File: src/rtl/core/assert_macros.svh
// Assertion macros shared by the RTL.
`ifndef ASSERT_MACROS_SVH
`define ASSERT_MACROS_SVH
`ifndef SYNTHESIS
`define ASSERT_PROP(lbl, clk, rst_n, prop) \
  lbl: assert property (@(posedge clk) disable iff (!rst_n) prop) \
    else $error("%m: property failed");
`define ASSERT_NEVER(lbl, clk, rst_n, cond) \
  lbl: assert property (@(posedge clk) disable iff (!rst_n) !(cond)) \
    else $error("%m: forbidden condition seen");
`else
`define ASSERT_PROP(lbl, clk, rst_n, prop)
`define ASSERT_NEVER(lbl, clk, rst_n, cond)
`endif
`endif

File: src/rtl/core/lje_pkg.sv
`timescale 1ns / 1ps
package lje_pkg;

  localparam int COORD_W = 16;
  localparam int ACC_W   = 32;
  localparam int D_W     = COORD_W + 2;
  localparam int MAG_W   = COORD_W + 1;
  localparam int R2_W    = 2 * COORD_W + 2;
  localparam int NUM_W   = 2 * COORD_W + 18;
  localparam int U_W     = 22;
  localparam int U3_W    = 34;
  localparam int U6_W    = 52;
  localparam int A_W     = 52;
  localparam int AH_W    = 26;
  localparam int G_W     = ACC_W - 1;
  localparam int PB_W    = 80;
  localparam int MA_W    = 36;
  localparam int MB_W    = 24;
  localparam int MP_W    = MA_W + MB_W;
  localparam int FULL_W  = 68;
  localparam int E_W     = 54;
  localparam int CNT_W   = 5;

  localparam logic [COORD_W-1:0] BOX_RESET = 16'd24576;

  typedef logic signed [ACC_W-1:0] acc_t;

  localparam acc_t ACC_MAX = {1'b0, {(ACC_W-1){1'b1}}};
  localparam acc_t ACC_MIN = {1'b1, {(ACC_W-1){1'b0}}};

  typedef enum logic [4:0] {
    OP_NOP, OP_LOAD, OP_SQX, OP_SQY, OP_SQZ, OP_SQS, OP_NUM, OP_ZERO, OP_ULIM,
    OP_LDU, OP_STEP, OP_UU, OP_U3, OP_U6L, OP_U6H, OP_U6, OP_ENER, OP_GML,
    OP_GMH, OP_GNUM, OP_GSCL, OP_GSAT, OP_LDG, OP_GADD, OP_EMIT
  } op_t;

  typedef enum logic [1:0] {AX_X, AX_Y, AX_Z} axis_t;

  typedef struct packed {
    op_t   op;
    axis_t axis;
  } cmd_t;

  typedef struct packed {
    logic r2_zero;
    logic u_over;
    logic g_over;
    logic mag_zero;
    logic last;
  } sts_t;

  typedef struct packed {
    acc_t val;
    logic sat;
  } sat_res_t;

  function automatic sat_res_t sat_add(acc_t a, acc_t t);
    logic signed [ACC_W:0] s;
    sat_res_t r;
    s = {a[ACC_W-1], a} + {t[ACC_W-1], t};
    if (s[ACC_W] != s[ACC_W-1]) begin
      r.sat = 1'b1;
      r.val = s[ACC_W] ? ACC_MIN : ACC_MAX;
    end else begin
      r.sat = 1'b0;
      r.val = s[ACC_W-1:0];
    end
    return r;
  endfunction

endpackage

File: src/rtl/core/lje_in_if.sv
`timescale 1ns / 1ps
interface lje_in_if;
  logic                        valid;
  logic                        ready;
  logic [lje_pkg::COORD_W-1:0] query_x;
  logic [lje_pkg::COORD_W-1:0] query_y;
  logic [lje_pkg::COORD_W-1:0] query_z;
  logic [lje_pkg::COORD_W-1:0] neighbor_x;
  logic [lje_pkg::COORD_W-1:0] neighbor_y;
  logic [lje_pkg::COORD_W-1:0] neighbor_z;
  logic [lje_pkg::COORD_W-1:0] neighbor_size;
  logic                        last_neighbor;

  modport source (output valid, query_x, query_y, query_z, neighbor_x, neighbor_y,
                  neighbor_z, neighbor_size, last_neighbor, input ready);
  modport sink (input valid, query_x, query_y, query_z, neighbor_x, neighbor_y,
                neighbor_z, neighbor_size, last_neighbor, output ready);
endinterface

File: src/rtl/core/lje_out_if.sv
`timescale 1ns / 1ps
interface lje_out_if;
  logic          valid;
  logic          ready;
  lje_pkg::acc_t energy;
  lje_pkg::acc_t grad_x;
  lje_pkg::acc_t grad_y;
  lje_pkg::acc_t grad_z;
  logic          saturated;

  modport source (output valid, energy, grad_x, grad_y, grad_z, saturated, input ready);
  modport sink (input valid, energy, grad_x, grad_y, grad_z, saturated, output ready);
endinterface

File: src/rtl/core/lennard_jones_energy_gradient.sv
`timescale 1ns / 1ps
// Flow: a coincident or too-close pair goes from the range check straight to the final
// state; otherwise a 22-step divide for u, then up to three 31-step divides, one per
// non-zero axis offset, run in the shared restoring divider.
// One neighbour is processed at a time: the next transfer is taken on return to idle,
// and a last neighbour holds in the final state while a result still waits.
// Reset: synchronous, active low; clears sums, saturation flag and output valid,
// and sets the box width to 24576.
module lennard_jones_energy_gradient (
  input  logic                        clk,
  input  logic                        rst_n,
  input  logic                        cfg_we,
  input  logic [lje_pkg::COORD_W-1:0] cfg_data,
  lje_in_if.sink                      in_chan,
  lje_out_if.source                   out_chan
);

  lje_pkg::cmd_t cmd;
  lje_pkg::sts_t sts;
  logic          in_ready;
  logic          out_valid;

  lje_ctrl u_ctrl (
    .clk       (clk),
    .rst_n     (rst_n),
    .in_valid  (in_chan.valid),
    .in_ready  (in_ready),
    .out_valid (out_valid),
    .out_ready (out_chan.ready),
    .sts       (sts),
    .cmd       (cmd)
  );

  lje_dp u_dp (
    .clk           (clk),
    .rst_n         (rst_n),
    .cfg_we        (cfg_we),
    .cfg_data      (cfg_data),
    .query_x       (in_chan.query_x),
    .query_y       (in_chan.query_y),
    .query_z       (in_chan.query_z),
    .neighbor_x    (in_chan.neighbor_x),
    .neighbor_y    (in_chan.neighbor_y),
    .neighbor_z    (in_chan.neighbor_z),
    .neighbor_size (in_chan.neighbor_size),
    .last_neighbor (in_chan.last_neighbor),
    .cmd           (cmd),
    .sts           (sts),
    .energy        (out_chan.energy),
    .grad_x        (out_chan.grad_x),
    .grad_y        (out_chan.grad_y),
    .grad_z        (out_chan.grad_z),
    .saturated     (out_chan.saturated)
  );

  assign in_chan.ready  = in_ready;
  assign out_chan.valid = out_valid;

endmodule

File: src/rtl/core/lje_dp.sv
`timescale 1ns / 1ps
module lje_dp (
  input  logic                        clk,
  input  logic                        rst_n,
  input  logic                        cfg_we,
  input  logic [lje_pkg::COORD_W-1:0] cfg_data,
  input  logic [lje_pkg::COORD_W-1:0] query_x,
  input  logic [lje_pkg::COORD_W-1:0] query_y,
  input  logic [lje_pkg::COORD_W-1:0] query_z,
  input  logic [lje_pkg::COORD_W-1:0] neighbor_x,
  input  logic [lje_pkg::COORD_W-1:0] neighbor_y,
  input  logic [lje_pkg::COORD_W-1:0] neighbor_z,
  input  logic [lje_pkg::COORD_W-1:0] neighbor_size,
  input  logic                        last_neighbor,
  input  lje_pkg::cmd_t               cmd,
  output lje_pkg::sts_t               sts,
  output lje_pkg::acc_t               energy,
  output lje_pkg::acc_t               grad_x,
  output lje_pkg::acc_t               grad_y,
  output lje_pkg::acc_t               grad_z,
  output logic                        saturated
);

  function automatic logic signed [lje_pkg::D_W-1:0] wrap_off(
    logic [lje_pkg::COORD_W-1:0] q,
    logic [lje_pkg::COORD_W-1:0] n,
    logic [lje_pkg::COORD_W-1:0] box,
    logic                        periodic
  );
    logic signed [lje_pkg::D_W-1:0] d;
    logic signed [lje_pkg::D_W-1:0] half;
    logic signed [lje_pkg::D_W-1:0] bw;
    d    = $signed({2'b00, q}) - $signed({2'b00, n});
    half = $signed({3'b000, box[lje_pkg::COORD_W-1:1]});
    bw   = $signed({2'b00, box});
    if (periodic && (d > half)) begin
      d = d - bw;
    end else if (periodic && (d < -half)) begin
      d = d + bw;
    end
    return d;
  endfunction

  function automatic logic [lje_pkg::MAG_W-1:0] mag_of(logic signed [lje_pkg::D_W-1:0] d);
    logic signed [lje_pkg::D_W-1:0] m;
    m = d[lje_pkg::D_W-1] ? -d : d;
    return m[lje_pkg::MAG_W-1:0];
  endfunction

  function automatic lje_pkg::acc_t ulim_term(logic signed [lje_pkg::D_W-1:0] d);
    lje_pkg::acc_t t;
    if (d == '0) begin
      t = '0;
    end else if (d[lje_pkg::D_W-1]) begin
      t = lje_pkg::ACC_MAX;
    end else begin
      t = lje_pkg::ACC_MIN;
    end
    return t;
  endfunction

  logic [lje_pkg::COORD_W-1:0]     box_r;
  logic signed [lje_pkg::D_W-1:0]  dx_r, dy_r, dz_r, d_sel;
  logic [lje_pkg::COORD_W-1:0]     size_r;
  logic                            last_r;
  logic [lje_pkg::MAG_W-1:0]       mag_x, mag_y, mag_z, mag_sel;
  logic [lje_pkg::R2_W-1:0]        r2_r;
  logic [lje_pkg::NUM_W-1:0]       num_r;
  logic [lje_pkg::U_W-1:0]         u_r;
  logic [lje_pkg::U3_W-1:0]        u3_r;
  logic [lje_pkg::MP_W-1:0]        lowp_r, prod_r, prod;
  logic [lje_pkg::U6_W-1:0]        u6_r;
  logic [lje_pkg::FULL_W-1:0]      full;
  logic [lje_pkg::A_W-1:0]         a_r;
  logic                            neg_base_r;
  logic [lje_pkg::PB_W-1:0]        pbig_r;
  logic [lje_pkg::R2_W-1:0]        rem_r;
  logic [lje_pkg::G_W-1:0]         sh_r, quo_r;
  logic [lje_pkg::R2_W:0]          dv_t, dv_diff;
  logic                            dv_ge;
  logic [lje_pkg::MA_W-1:0]        mul_a;
  logic [lje_pkg::MB_W-1:0]        mul_b;
  logic                            mul_en;
  logic signed [lje_pkg::E_W-1:0]  e_term;
  logic                            e_hi, e_lo;
  lje_pkg::acc_t                   e_cl;
  logic                            neg;
  lje_pkg::acc_t                   g_term, gt;
  lje_pkg::acc_t                   e_add, gx_add, gy_add, gz_add;
  logic                            sat_ev;
  lje_pkg::sat_res_t               se, sx, sy, sz;
  lje_pkg::acc_t                   e_sum_r, gx_sum_r, gy_sum_r, gz_sum_r;
  logic                            sat_r;
  lje_pkg::acc_t                   energy_r, grad_x_r, grad_y_r, grad_z_r;
  logic                            out_sat_r;

  assign mag_x = mag_of(dx_r);
  assign mag_y = mag_of(dy_r);
  assign mag_z = mag_of(dz_r);

  always_comb begin
    case (cmd.axis)
      lje_pkg::AX_X: begin
        d_sel   = dx_r;
        mag_sel = mag_x;
      end
      lje_pkg::AX_Y: begin
        d_sel   = dy_r;
        mag_sel = mag_y;
      end
      lje_pkg::AX_Z: begin
        d_sel   = dz_r;
        mag_sel = mag_z;
      end
      default: begin
        d_sel   = dz_r;
        mag_sel = mag_z;
      end
    endcase
  end

  assign sts.r2_zero  = (r2_r == '0);
  assign sts.u_over   = (lje_pkg::R2_W'(num_r[lje_pkg::NUM_W-1:lje_pkg::U_W]) >= r2_r);
  assign sts.g_over   = (pbig_r[lje_pkg::PB_W-1:lje_pkg::G_W] >=
                         (lje_pkg::PB_W-lje_pkg::G_W)'(r2_r));
  assign sts.mag_zero = (mag_sel == '0);
  assign sts.last     = last_r;

  always_comb begin
    mul_en = 1'b1;
    mul_a  = '0;
    mul_b  = '0;
    case (cmd.op)
      lje_pkg::OP_SQX: begin
        mul_a = lje_pkg::MA_W'(mag_x);
        mul_b = lje_pkg::MB_W'(mag_x);
      end
      lje_pkg::OP_SQY: begin
        mul_a = lje_pkg::MA_W'(mag_y);
        mul_b = lje_pkg::MB_W'(mag_y);
      end
      lje_pkg::OP_SQZ: begin
        mul_a = lje_pkg::MA_W'(mag_z);
        mul_b = lje_pkg::MB_W'(mag_z);
      end
      lje_pkg::OP_SQS: begin
        mul_a = lje_pkg::MA_W'(size_r);
        mul_b = lje_pkg::MB_W'(size_r);
      end
      lje_pkg::OP_UU: begin
        mul_a = lje_pkg::MA_W'(quo_r[lje_pkg::U_W-1:0]);
        mul_b = lje_pkg::MB_W'(quo_r[lje_pkg::U_W-1:0]);
      end
      lje_pkg::OP_U3: begin
        mul_a = lje_pkg::MA_W'(prod_r[2*lje_pkg::U_W-1:16]);
        mul_b = lje_pkg::MB_W'(u_r);
      end
      lje_pkg::OP_U6L: begin
        mul_a = lje_pkg::MA_W'(prod_r[lje_pkg::U3_W+15:16]);
        mul_b = prod_r[lje_pkg::MB_W+15:16];
      end
      lje_pkg::OP_U6H: begin
        mul_a = lje_pkg::MA_W'(u3_r);
        mul_b = lje_pkg::MB_W'(u3_r[lje_pkg::U3_W-1:lje_pkg::MB_W]);
      end
      lje_pkg::OP_GML: begin
        mul_a = lje_pkg::MA_W'(a_r[lje_pkg::AH_W-1:0]);
        mul_b = lje_pkg::MB_W'(mag_sel);
      end
      lje_pkg::OP_GMH: begin
        mul_a = lje_pkg::MA_W'(a_r[lje_pkg::A_W-1:lje_pkg::AH_W]);
        mul_b = lje_pkg::MB_W'(mag_sel);
      end
      default: begin
        mul_en = 1'b0;
      end
    endcase
  end

  assign prod = lje_pkg::MP_W'(mul_a) * lje_pkg::MP_W'(mul_b);
  assign full = lje_pkg::FULL_W'(lowp_r) + (lje_pkg::FULL_W'(prod_r) << lje_pkg::MB_W);

  assign dv_t    = {rem_r, sh_r[lje_pkg::G_W-1]};
  assign dv_diff = dv_t - {1'b0, r2_r};
  assign dv_ge   = (dv_t >= {1'b0, r2_r});

  assign e_term = $signed(lje_pkg::E_W'(u6_r[lje_pkg::U6_W-1:2])) -
                  $signed(lje_pkg::E_W'(u3_r[lje_pkg::U3_W-1:1]));
  assign e_hi = !e_term[lje_pkg::E_W-1] && (e_term[lje_pkg::E_W-2:lje_pkg::ACC_W-1] != '0);
  assign e_lo = e_term[lje_pkg::E_W-1] && (e_term[lje_pkg::E_W-2:lje_pkg::ACC_W-1] != '1);
  assign e_cl = e_hi ? lje_pkg::ACC_MAX :
                (e_lo ? lje_pkg::ACC_MIN : e_term[lje_pkg::ACC_W-1:0]);

  assign neg    = neg_base_r ^ d_sel[lje_pkg::D_W-1];
  assign g_term = neg ? -$signed({1'b0, quo_r}) : $signed({1'b0, quo_r});

  always_comb begin
    e_add  = '0;
    gx_add = '0;
    gy_add = '0;
    gz_add = '0;
    gt     = '0;
    sat_ev = 1'b0;
    case (cmd.op)
      lje_pkg::OP_ZERO: begin
        e_add  = lje_pkg::ACC_MAX;
        sat_ev = 1'b1;
      end
      lje_pkg::OP_ULIM: begin
        e_add  = lje_pkg::ACC_MAX;
        gx_add = ulim_term(dx_r);
        gy_add = ulim_term(dy_r);
        gz_add = ulim_term(dz_r);
        sat_ev = 1'b1;
      end
      lje_pkg::OP_ENER: begin
        e_add  = e_cl;
        sat_ev = e_hi | e_lo;
      end
      lje_pkg::OP_GSAT: begin
        gt     = neg ? lje_pkg::ACC_MIN : lje_pkg::ACC_MAX;
        sat_ev = 1'b1;
      end
      lje_pkg::OP_GADD: begin
        gt = g_term;
      end
      default: begin
        sat_ev = 1'b0;
      end
    endcase
    if ((cmd.op == lje_pkg::OP_GSAT) || (cmd.op == lje_pkg::OP_GADD)) begin
      case (cmd.axis)
        lje_pkg::AX_X: gx_add = gt;
        lje_pkg::AX_Y: gy_add = gt;
        lje_pkg::AX_Z: gz_add = gt;
        default:       gz_add = gt;
      endcase
    end
    se = lje_pkg::sat_add(e_sum_r, e_add);
    sx = lje_pkg::sat_add(gx_sum_r, gx_add);
    sy = lje_pkg::sat_add(gy_sum_r, gy_add);
    sz = lje_pkg::sat_add(gz_sum_r, gz_add);
  end

  always_ff @(posedge clk) begin
    if (!rst_n) begin
      box_r    <= lje_pkg::BOX_RESET;
      e_sum_r  <= '0;
      gx_sum_r <= '0;
      gy_sum_r <= '0;
      gz_sum_r <= '0;
      sat_r    <= 1'b0;
    end else begin
      if (cfg_we) begin
        box_r <= cfg_data;
      end
      if (cmd.op == lje_pkg::OP_EMIT) begin
        e_sum_r  <= '0;
        gx_sum_r <= '0;
        gy_sum_r <= '0;
        gz_sum_r <= '0;
        sat_r    <= 1'b0;
      end else begin
        e_sum_r  <= se.val;
        gx_sum_r <= sx.val;
        gy_sum_r <= sy.val;
        gz_sum_r <= sz.val;
        sat_r    <= sat_r | sat_ev | se.sat | sx.sat | sy.sat | sz.sat;
      end
    end
  end

  always_ff @(posedge clk) begin
    if (mul_en) begin
      prod_r <= prod;
    end
    case (cmd.op)
      lje_pkg::OP_LOAD: begin
        dx_r   <= wrap_off(query_x, neighbor_x, box_r, 1'b1);
        dy_r   <= wrap_off(query_y, neighbor_y, box_r, 1'b1);
        dz_r   <= wrap_off(query_z, neighbor_z, box_r, 1'b0);
        size_r <= neighbor_size;
        last_r <= last_neighbor;
      end
      lje_pkg::OP_SQY: r2_r <= prod_r[lje_pkg::R2_W-1:0];
      lje_pkg::OP_SQZ: r2_r <= r2_r + prod_r[lje_pkg::R2_W-1:0];
      lje_pkg::OP_SQS: r2_r <= r2_r + prod_r[lje_pkg::R2_W-1:0];
      lje_pkg::OP_NUM: begin
        num_r <= {prod_r[2*lje_pkg::COORD_W-1:0],
                  (lje_pkg::NUM_W-2*lje_pkg::COORD_W)'(0)};
      end
      lje_pkg::OP_LDU: begin
        rem_r <= lje_pkg::R2_W'(num_r[lje_pkg::NUM_W-1:lje_pkg::U_W]);
        sh_r  <= {num_r[lje_pkg::U_W-1:0], (lje_pkg::G_W-lje_pkg::U_W)'(0)};
        quo_r <= '0;
      end
      lje_pkg::OP_LDG: begin
        rem_r <= pbig_r[lje_pkg::G_W+lje_pkg::R2_W-1:lje_pkg::G_W];
        sh_r  <= pbig_r[lje_pkg::G_W-1:0];
        quo_r <= '0;
      end
      lje_pkg::OP_STEP: begin
        rem_r <= dv_ge ? dv_diff[lje_pkg::R2_W-1:0] : dv_t[lje_pkg::R2_W-1:0];
        sh_r  <= sh_r << 1;
        quo_r <= {quo_r[lje_pkg::G_W-2:0], dv_ge};
      end
      lje_pkg::OP_UU:  u_r    <= quo_r[lje_pkg::U_W-1:0];
      lje_pkg::OP_U6L: u3_r   <= prod_r[lje_pkg::U3_W+15:16];
      lje_pkg::OP_U6H: lowp_r <= prod_r;
      lje_pkg::OP_U6:  u6_r   <= full[lje_pkg::U6_W+15:16];
      lje_pkg::OP_ENER: begin
        neg_base_r <= (u6_r > lje_pkg::A_W'(u3_r));
        a_r        <= (u6_r > lje_pkg::A_W'(u3_r)) ? (u6_r - lje_pkg::A_W'(u3_r))
                                                   : (lje_pkg::A_W'(u3_r) - u6_r);
      end
      lje_pkg::OP_GMH:  pbig_r <= lje_pkg::PB_W'(prod_r);
      lje_pkg::OP_GNUM: pbig_r <= pbig_r + (lje_pkg::PB_W'(prod_r) << lje_pkg::AH_W);
      lje_pkg::OP_GSCL: pbig_r <= (pbig_r << 9) + (pbig_r << 8);
      lje_pkg::OP_EMIT: begin
        energy_r  <= e_sum_r;
        grad_x_r  <= gx_sum_r;
        grad_y_r  <= gy_sum_r;
        grad_z_r  <= gz_sum_r;
        out_sat_r <= sat_r;
      end
      default: begin
        last_r <= last_r;
      end
    endcase
  end

  assign energy    = energy_r;
  assign grad_x    = grad_x_r;
  assign grad_y    = grad_y_r;
  assign grad_z    = grad_z_r;
  assign saturated = out_sat_r;

endmodule

File: src/rtl/core/lje_ctrl.sv
`timescale 1ns / 1ps
`include "assert_macros.svh"
module lje_ctrl (
  input  logic           clk,
  input  logic           rst_n,
  input  logic           in_valid,
  output logic           in_ready,
  output logic           out_valid,
  input  logic           out_ready,
  input  lje_pkg::sts_t  sts,
  output lje_pkg::cmd_t  cmd
);

  typedef enum logic [21:0] {
    S_IDLE = 22'h000001,
    S_SQX  = 22'h000002,
    S_SQY  = 22'h000004,
    S_SQZ  = 22'h000008,
    S_SQS  = 22'h000010,
    S_NUM  = 22'h000020,
    S_CHK  = 22'h000040,
    S_DIVU = 22'h000080,
    S_UU   = 22'h000100,
    S_U3   = 22'h000200,
    S_U6L  = 22'h000400,
    S_U6H  = 22'h000800,
    S_U6   = 22'h001000,
    S_ENER = 22'h002000,
    S_GML  = 22'h004000,
    S_GMH  = 22'h008000,
    S_GNUM = 22'h010000,
    S_GSCL = 22'h020000,
    S_GCHK = 22'h040000,
    S_GDIV = 22'h080000,
    S_GADD = 22'h100000,
    S_FIN  = 22'h200000
  } state_t;

  state_t                       state_r, state_nxt;
  logic [lje_pkg::CNT_W-1:0]    cnt_r, cnt_nxt;
  lje_pkg::axis_t               axis_r, axis_nxt;
  logic                         out_valid_r, out_valid_nxt;

  always_comb begin
    state_nxt     = state_r;
    cnt_nxt       = cnt_r;
    axis_nxt      = axis_r;
    out_valid_nxt = out_valid_r && !out_ready;
    cmd.op        = lje_pkg::OP_NOP;
    cmd.axis      = axis_r;
    in_ready      = 1'b0;
    case (state_r)
      S_IDLE: begin
        in_ready = 1'b1;
        if (in_valid) begin
          cmd.op    = lje_pkg::OP_LOAD;
          state_nxt = S_SQX;
        end
      end
      S_SQX: begin
        cmd.op    = lje_pkg::OP_SQX;
        state_nxt = S_SQY;
      end
      S_SQY: begin
        cmd.op    = lje_pkg::OP_SQY;
        state_nxt = S_SQZ;
      end
      S_SQZ: begin
        cmd.op    = lje_pkg::OP_SQZ;
        state_nxt = S_SQS;
      end
      S_SQS: begin
        cmd.op    = lje_pkg::OP_SQS;
        state_nxt = S_NUM;
      end
      S_NUM: begin
        cmd.op    = lje_pkg::OP_NUM;
        state_nxt = S_CHK;
      end
      S_CHK: begin
        if (sts.r2_zero) begin
          cmd.op    = lje_pkg::OP_ZERO;
          state_nxt = S_FIN;
        end else if (sts.u_over) begin
          cmd.op    = lje_pkg::OP_ULIM;
          state_nxt = S_FIN;
        end else begin
          cmd.op    = lje_pkg::OP_LDU;
          cnt_nxt   = '0;
          state_nxt = S_DIVU;
        end
      end
      S_DIVU: begin
        cmd.op  = lje_pkg::OP_STEP;
        cnt_nxt = cnt_r + 1'b1;
        if (cnt_r == lje_pkg::CNT_W'(lje_pkg::U_W - 1)) begin
          state_nxt = S_UU;
        end
      end
      S_UU: begin
        cmd.op    = lje_pkg::OP_UU;
        state_nxt = S_U3;
      end
      S_U3: begin
        cmd.op    = lje_pkg::OP_U3;
        state_nxt = S_U6L;
      end
      S_U6L: begin
        cmd.op    = lje_pkg::OP_U6L;
        state_nxt = S_U6H;
      end
      S_U6H: begin
        cmd.op    = lje_pkg::OP_U6H;
        state_nxt = S_U6;
      end
      S_U6: begin
        cmd.op    = lje_pkg::OP_U6;
        state_nxt = S_ENER;
      end
      S_ENER: begin
        cmd.op    = lje_pkg::OP_ENER;
        axis_nxt  = lje_pkg::AX_X;
        state_nxt = S_GML;
      end
      S_GML: begin
        if (sts.mag_zero) begin
          if (axis_r == lje_pkg::AX_Z) begin
            state_nxt = S_FIN;
          end else begin
            axis_nxt = lje_pkg::axis_t'(axis_r + 2'd1);
          end
        end else begin
          cmd.op    = lje_pkg::OP_GML;
          state_nxt = S_GMH;
        end
      end
      S_GMH: begin
        cmd.op    = lje_pkg::OP_GMH;
        state_nxt = S_GNUM;
      end
      S_GNUM: begin
        cmd.op    = lje_pkg::OP_GNUM;
        state_nxt = S_GSCL;
      end
      S_GSCL: begin
        cmd.op    = lje_pkg::OP_GSCL;
        state_nxt = S_GCHK;
      end
      S_GCHK: begin
        if (sts.g_over) begin
          cmd.op = lje_pkg::OP_GSAT;
          if (axis_r == lje_pkg::AX_Z) begin
            state_nxt = S_FIN;
          end else begin
            axis_nxt  = lje_pkg::axis_t'(axis_r + 2'd1);
            state_nxt = S_GML;
          end
        end else begin
          cmd.op    = lje_pkg::OP_LDG;
          cnt_nxt   = '0;
          state_nxt = S_GDIV;
        end
      end
      S_GDIV: begin
        cmd.op  = lje_pkg::OP_STEP;
        cnt_nxt = cnt_r + 1'b1;
        if (cnt_r == lje_pkg::CNT_W'(lje_pkg::G_W - 1)) begin
          state_nxt = S_GADD;
        end
      end
      S_GADD: begin
        cmd.op = lje_pkg::OP_GADD;
        if (axis_r == lje_pkg::AX_Z) begin
          state_nxt = S_FIN;
        end else begin
          axis_nxt  = lje_pkg::axis_t'(axis_r + 2'd1);
          state_nxt = S_GML;
        end
      end
      S_FIN: begin
        if (!sts.last) begin
          state_nxt = S_IDLE;
        end else if (!out_valid_r || out_ready) begin
          cmd.op        = lje_pkg::OP_EMIT;
          out_valid_nxt = 1'b1;
          state_nxt     = S_IDLE;
        end
      end
      default: begin
        state_nxt = S_IDLE;
      end
    endcase
  end

  always_ff @(posedge clk) begin
    if (!rst_n) begin
      state_r     <= S_IDLE;
      cnt_r       <= '0;
      axis_r      <= lje_pkg::AX_X;
      out_valid_r <= 1'b0;
    end else begin
      state_r     <= state_nxt;
      cnt_r       <= cnt_nxt;
      axis_r      <= axis_nxt;
      out_valid_r <= out_valid_nxt;
    end
  end

  assign out_valid = out_valid_r;

  `ASSERT_PROP(a_accept_starts, clk, rst_n, (in_valid && in_ready) |=> (state_r == S_SQX))
  `ASSERT_PROP(a_div_bound, clk, rst_n, (state_r == S_DIVU) |-> (cnt_r < lje_pkg::CNT_W'(lje_pkg::U_W)))
  `ASSERT_PROP(a_emit_from_fin, clk, rst_n, $rose(out_valid_r) |-> $past(state_r == S_FIN))
  `ASSERT_NEVER(a_emit_needs_last, clk, rst_n, (cmd.op == lje_pkg::OP_EMIT) && !sts.last)

endmodule

File: src/flat_wrapper.sv
// flat-port wrapper written by rule: the top's interface ports become plain ports
module lennard_jones_energy_gradient_flat 
  (clk, rst_n, cfg_we, cfg_data, in_chan_valid, in_chan_query_x, in_chan_query_y, in_chan_query_z, in_chan_neighbor_x, in_chan_neighbor_y, in_chan_neighbor_z, in_chan_neighbor_size, in_chan_last_neighbor, in_chan_ready, out_chan_valid, out_chan_energy, out_chan_grad_x, out_chan_grad_y, out_chan_grad_z, out_chan_saturated, out_chan_ready);
  lje_in_if in_chan_i ();
  lje_out_if out_chan_i ();
  input  logic clk;
  input  logic rst_n;
  input  logic cfg_we;
  input  logic [lje_pkg::COORD_W-1:0] cfg_data;
  input wire logic [$bits(in_chan_i.valid)-1:0] in_chan_valid;
  input wire logic [$bits(in_chan_i.query_x)-1:0] in_chan_query_x;
  input wire logic [$bits(in_chan_i.query_y)-1:0] in_chan_query_y;
  input wire logic [$bits(in_chan_i.query_z)-1:0] in_chan_query_z;
  input wire logic [$bits(in_chan_i.neighbor_x)-1:0] in_chan_neighbor_x;
  input wire logic [$bits(in_chan_i.neighbor_y)-1:0] in_chan_neighbor_y;
  input wire logic [$bits(in_chan_i.neighbor_z)-1:0] in_chan_neighbor_z;
  input wire logic [$bits(in_chan_i.neighbor_size)-1:0] in_chan_neighbor_size;
  input wire logic [$bits(in_chan_i.last_neighbor)-1:0] in_chan_last_neighbor;
  output wire logic [$bits(in_chan_i.ready)-1:0] in_chan_ready;
  output wire logic [$bits(out_chan_i.valid)-1:0] out_chan_valid;
  output wire logic [$bits(out_chan_i.energy)-1:0] out_chan_energy;
  output wire logic [$bits(out_chan_i.grad_x)-1:0] out_chan_grad_x;
  output wire logic [$bits(out_chan_i.grad_y)-1:0] out_chan_grad_y;
  output wire logic [$bits(out_chan_i.grad_z)-1:0] out_chan_grad_z;
  output wire logic [$bits(out_chan_i.saturated)-1:0] out_chan_saturated;
  input wire logic [$bits(out_chan_i.ready)-1:0] out_chan_ready;
  assign in_chan_i.valid = in_chan_valid;
  assign in_chan_i.query_x = in_chan_query_x;
  assign in_chan_i.query_y = in_chan_query_y;
  assign in_chan_i.query_z = in_chan_query_z;
  assign in_chan_i.neighbor_x = in_chan_neighbor_x;
  assign in_chan_i.neighbor_y = in_chan_neighbor_y;
  assign in_chan_i.neighbor_z = in_chan_neighbor_z;
  assign in_chan_i.neighbor_size = in_chan_neighbor_size;
  assign in_chan_i.last_neighbor = in_chan_last_neighbor;
  assign in_chan_ready = in_chan_i.ready;
  assign out_chan_valid = out_chan_i.valid;
  assign out_chan_energy = out_chan_i.energy;
  assign out_chan_grad_x = out_chan_i.grad_x;
  assign out_chan_grad_y = out_chan_i.grad_y;
  assign out_chan_grad_z = out_chan_i.grad_z;
  assign out_chan_saturated = out_chan_i.saturated;
  assign out_chan_i.ready = out_chan_ready;
  lennard_jones_energy_gradient u_core (.clk(clk), .rst_n(rst_n), .cfg_we(cfg_we), .cfg_data(cfg_data), .in_chan(in_chan_i), .out_chan(out_chan_i));
endmodule
File: config.mk
export PLATFORM = sky130hd
export DESIGN_NAME = lennard_jones_energy_gradient_flat
export DESIGN_NICKNAME = d
export VERILOG_FILES = /design/src/rtl/core/lje_pkg.sv /design/src/rtl/core/lje_in_if.sv /design/src/rtl/core/lje_out_if.sv /design/src/rtl/core/lennard_jones_energy_gradient.sv /design/src/rtl/core/lje_dp.sv /design/src/rtl/core/lje_ctrl.sv /design/src/flat_wrapper.sv
export VERILOG_INCLUDE_DIRS = /design/src /design/src/rtl/core
export SDC_FILE = /design/constraint.sdc
export NUM_CORES = 2
export LEC_CHECK = 0
export BUFFER_PORTS_ARGS = -buffer_cell sky130_fd_sc_hd__buf_2
export CAP_MARGIN = 10
export CELL_PAD_IN_SITES_DETAIL_PLACEMENT = 2
export CELL_PAD_IN_SITES_GLOBAL_PLACEMENT = 2
export CORE_MARGIN = 1
export CORE_UTILIZATION = 41
export DETAILED_ROUTE_END_ITERATION = 6
export PLACE_DENSITY_LB_ADDON = 0.25
export SYNTH_ARGS = -nofsm -noshare
export SYNTH_HDL_FRONTEND = slang
export SYNTH_SLANG_ARGS = --single-unit
File: constraint.sdc
create_clock -name clk -period 22 [get_ports clk]
set_input_delay 1.1 -clock clk [delete_from_list [all_inputs] [get_ports clk]]
set_output_delay 1.1 -clock clk [all_outputs]
set_load 0.02 [all_outputs]
==> flow_summary.toml <==
[timing]
layout_min_cycle_time_ns = 13.45
fmax_mhz = 74.34
worst_slew_pin_slew_ns = 1.368
hold_viol = 0
setup_viol = 0
hold-worst-slack_ns = 0.4155
drv_slew = 0
clock_skew_ns = 0.06659
rsz0062_at_grt = "false"
relSlewSlack_pct = 8.761
post-route-period-util_pct = 61.14
setup_tns_ns = 0

[layout]
area_growth_pct = 9.529
nets = 12600
stdcell_area_mm2 = 0.1045
stdcell_count = 13980
layout-drive-gt1-share_pct = 7.355
fillers = 25090

[synth]
netlist_area_mm2 = 0.09545
ys_seq_area_share_pct = 25.88
synthDistinctLibCells = 98
synth_cells = 10700
synth_top_area_cell = "edfxtp_1"
ys_ff_latch = 881
yosysWarnings = 0
synth_edf_count = 706
avgSynthCellArea_um2 = 8.920
ys_async_sr_fraction_pct = 0
synthFlopType = "edfxtp_1"
synth_area_leaders = "edfxtp_1, fa_1, ha_1"
synth_nets = 12460
synth_top_area_share_pct = 22.21

[worst_hold_path]
whs_endpoint = "u_core.u_dp.u6_r[0]$_DFFE_PN_"
min_from = "u_core.u_dp.lowp_r[16]$_DFFE_PN_"
min_path_cells = 0
holdCritPathClass = "flip-flop to flip-flop"

[setup_path]
crit_arrival_ns = 13.97
crit_path_max_fanout = 35
timing.rr.start = "u_core.u_ctrl.axis_r[0]$_SDFFE_PN0P_"
reg2reg_slack_ns = 8.55
worstSetupStartpointType = "flip-flop"
critPathCaptureType = "flip-flop"
worstSetupPathType = "flip-flop to flip-flop"
cp.required_ns = 22.51
reg2reg_depth = 37
slowest_stage = "nor2_1"
cp_common_cell = "inv_1"
slowest_delay_ns = 0.97
reg2reg_to = "u_core.u_dp.prod_r[56]$_DFFE_PN_"

[clock_network]
clk_pin_slew_ns = 0.07
cts_num_sinks = 881
clkLatencyLatePin_ns = 0.80
cts_tree = "done"
cts_buffers = 107
cts.path.max_buffers = 3
post-cts-setup-buffers = 0
hold_buffers = 0
ctsResizeCount = 0
ctsRootBufferMaster = "clkbuf_16"
cts_max_level = 3

[global_routing]
antenna_found_initial = 62
overflow = 0
grt_pass1_vias = 97580
track_usage_pct = 37.42
grt_max_degree = 81
grt_pass1_wl_mm = 655.7

[outcome]
violations = "design-rule violations"
status = "finished with violations"

[floorplan]
row_count = 176
die-height_um = 484.5
core_mm2 = 0.2308
die_area_mm2 = 0.2347
die_w_um = 484.5
ios = 265
start_util_pct = 41.36

[route]
wl_mm = 446.9
ant_nets = 0
drt-vias-per-instance = 6.324
vias = 88410
routedWlPerCell_um = 31.96
dr.pass1.iters = 7
drtIter0Drc = 7793
route.detailed.drc = 3

[power_and_ir_drop]
ir_worst_vdd_mv = 0.05917
p_leak_nw = 46.75
power.density_mw_per_mm2 = 47.83

[placed_design]
portBuffers = 264
placed_cells = 13750
dp_hpwl_mm = 345.3
gp_congestion = 0.9769
placed_cell_area_mm2 = 0.1007

[run]
maxCapViolations = 0
cell usage after synthesis (all sizes together) (116+ instances only):
| master | count |
|---|---|
| inv | 1269 |
| nor2b | 136 |
| a21oi | 693 |
| nand3 | 194 |
| edfxtp | 706 |
| o21ai | 663 |
| nand4 | 116 |
| clkbuf | 399 |
| and2 | 151 |
| a21o | 317 |
| xor2 | 205 |
| nand2 | 1034 |
| ha | 905 |
| dfxtp | 175 |
| nor2 | 733 |
| nor3 | 190 |
| xnor2 | 346 |
| fa | 723 |
placed cells by master, fill, tap and decap left out, drive strengths merged, types with 69 or more instances in the layout:
cell and instances:
fa 723, or3 69, o21a 86, nand2 1034, inv 1274, mux2i 84, nand2b 99, nor2 733
nor3 190, nand3 194, a22oi 94, clkbuf 145, a211oi 69, ha 905, o21ai 663, a21oi 693
nor2b 136, nor4 71, nand4 116, xnor2 346, a21o 317, o21bai 99, and3 82, dfxtp 175
xor2 205, and2 151, edfxtp 706, a31oi 71, o31ai 71, buf 469
metrics by stage:
stage	total power [mW]	utilization [%]	setup slack, ns
2_1_floorplan	2.573	-	3.334
3_3_place_gp	2.960	43.62	9.350
3_5_place_dp	3.020	43.62	9.057
4_1_cts	4.984	45.28	8.996
5_1_grt	5.131	45.28	8.339
6_report	5.001	45.30	8.549
kinds of logic (layout without fill, tap and decap cells):
group                      after synthesis  after routing  share of synthesized area (%)
and+or+nand+nor                       3067           3067                          15.32
AOI/OAI and AO/OA                     2763           2763                          18.89
buffers and inverters                 1713           1943                          6.777
adders and majority gates             1628           1628                          27.03
DFF                                    881            881                          25.88
xor gates and xnor gates               551            551                          5.056
muxes                                   98             98                          1.046
other                                    0             23                              0
area by class of cell:
class	instances	area, um^2	area share (%)
antenna	23	57.56	0.05505
clock buffer	145	3122	2.986
clock inverter	58	701.9	0.6714
inverter	1271	4771	4.563
multi-input combinational	8107	64540	61.74
sequential	881	24700	23.63
tap	3026	3786	3.622
timing repair buffer	469	2860	2.736
sequential cells by signal, summed over array words and instances (netlist names), 31 cells and up:
register	flops
u_core.u_dp.pbig_r	80
u_core.u_dp.prod_r	60
u_core.u_dp.a_r	52
u_core.u_dp.u6_r	52
u_core.u_dp.lowp_r	44
u_core.u_dp.r2_r	34
u_core.u_dp.rem_r	34
u_core.u_dp.u3_r	34
u_core.u_dp.e_sum_r	32
u_core.u_dp.energy	32
u_core.u_dp.grad_x	32
u_core.u_dp.grad_y	32
u_core.u_dp.grad_z	32
u_core.u_dp.gx_sum_r	32
u_core.u_dp.gy_sum_r	32
u_core.u_dp.gz_sum_r	32
u_core.u_dp.num_r	32
u_core.u_dp.quo_r	31
u_core.u_dp.sh_r	31
metal layers:
metal	GRT usage (%)	wire, um	vias to the layer above
met2	61.88	208000	3526
met5	0	110	-
met3	6.212	32630	1098
met1	46.44	177600	45950
li1	-	-	37820
met4	20.34	28520	16
worst max-delay path by stage:
| stage | from | end | depth (start not counted) | slack (ns) |
|---|---|---|---|---|
| finish | u_core.u_ctrl.axis_r[0]$_SDFFE_PN0P_ | u_core.u_dp.prod_r[56]$_DFFE_PN_ | 37 | 8.55 |
| global route | u_core.u_ctrl.axis_r[0]$_SDFFE_PN0P_ | u_core.u_dp.prod_r[56]$_DFFE_PN_ | 37 | 8.34 |
| CTS | u_core.u_dp.dx_r[0]$_DFFE_PN_ | u_core.u_dp.prod_r[56]$_DFFE_PN_ | 39 | 9.00 |
| detailed placement | u_core.u_ctrl.axis_r[0]$_SDFFE_PN0P_ | u_core.u_dp.prod_r[56]$_DFFE_PN_ | 37 | 9.06 |
| global placement | u_core.u_ctrl.axis_r[0]$_SDFFE_PN0P_ | u_core.u_dp.prod_r[56]$_DFFE_PN_ | 37 | 9.35 |
| floorplan | u_core.u_ctrl.state_r[10]$_SDFFE_PN0P_ | u_core.u_dp.e_sum_r[23]$_SDFF_PP0_ | 23 | 3.33 |
where the power goes:
group	total [mW]	internal [mW]	leakage (nW)	switching (mW)
Combinational	1.10	0.354	37.0	0.744
Sequential	1.93	1.85	7.92	0.0730
Clock	1.98	1.13	1.86	0.844
worst max-delay path, delay by kind of cell (launching register included):
family	cells	cell delay, ns
mux	1	0.20
simple gates	8	2.72
buf+inv	8	1.37
flops	1	0.38
compound gates	11	4.16
fa+ha+maj	9	4.27
Power figures use the tool's default switching activity.
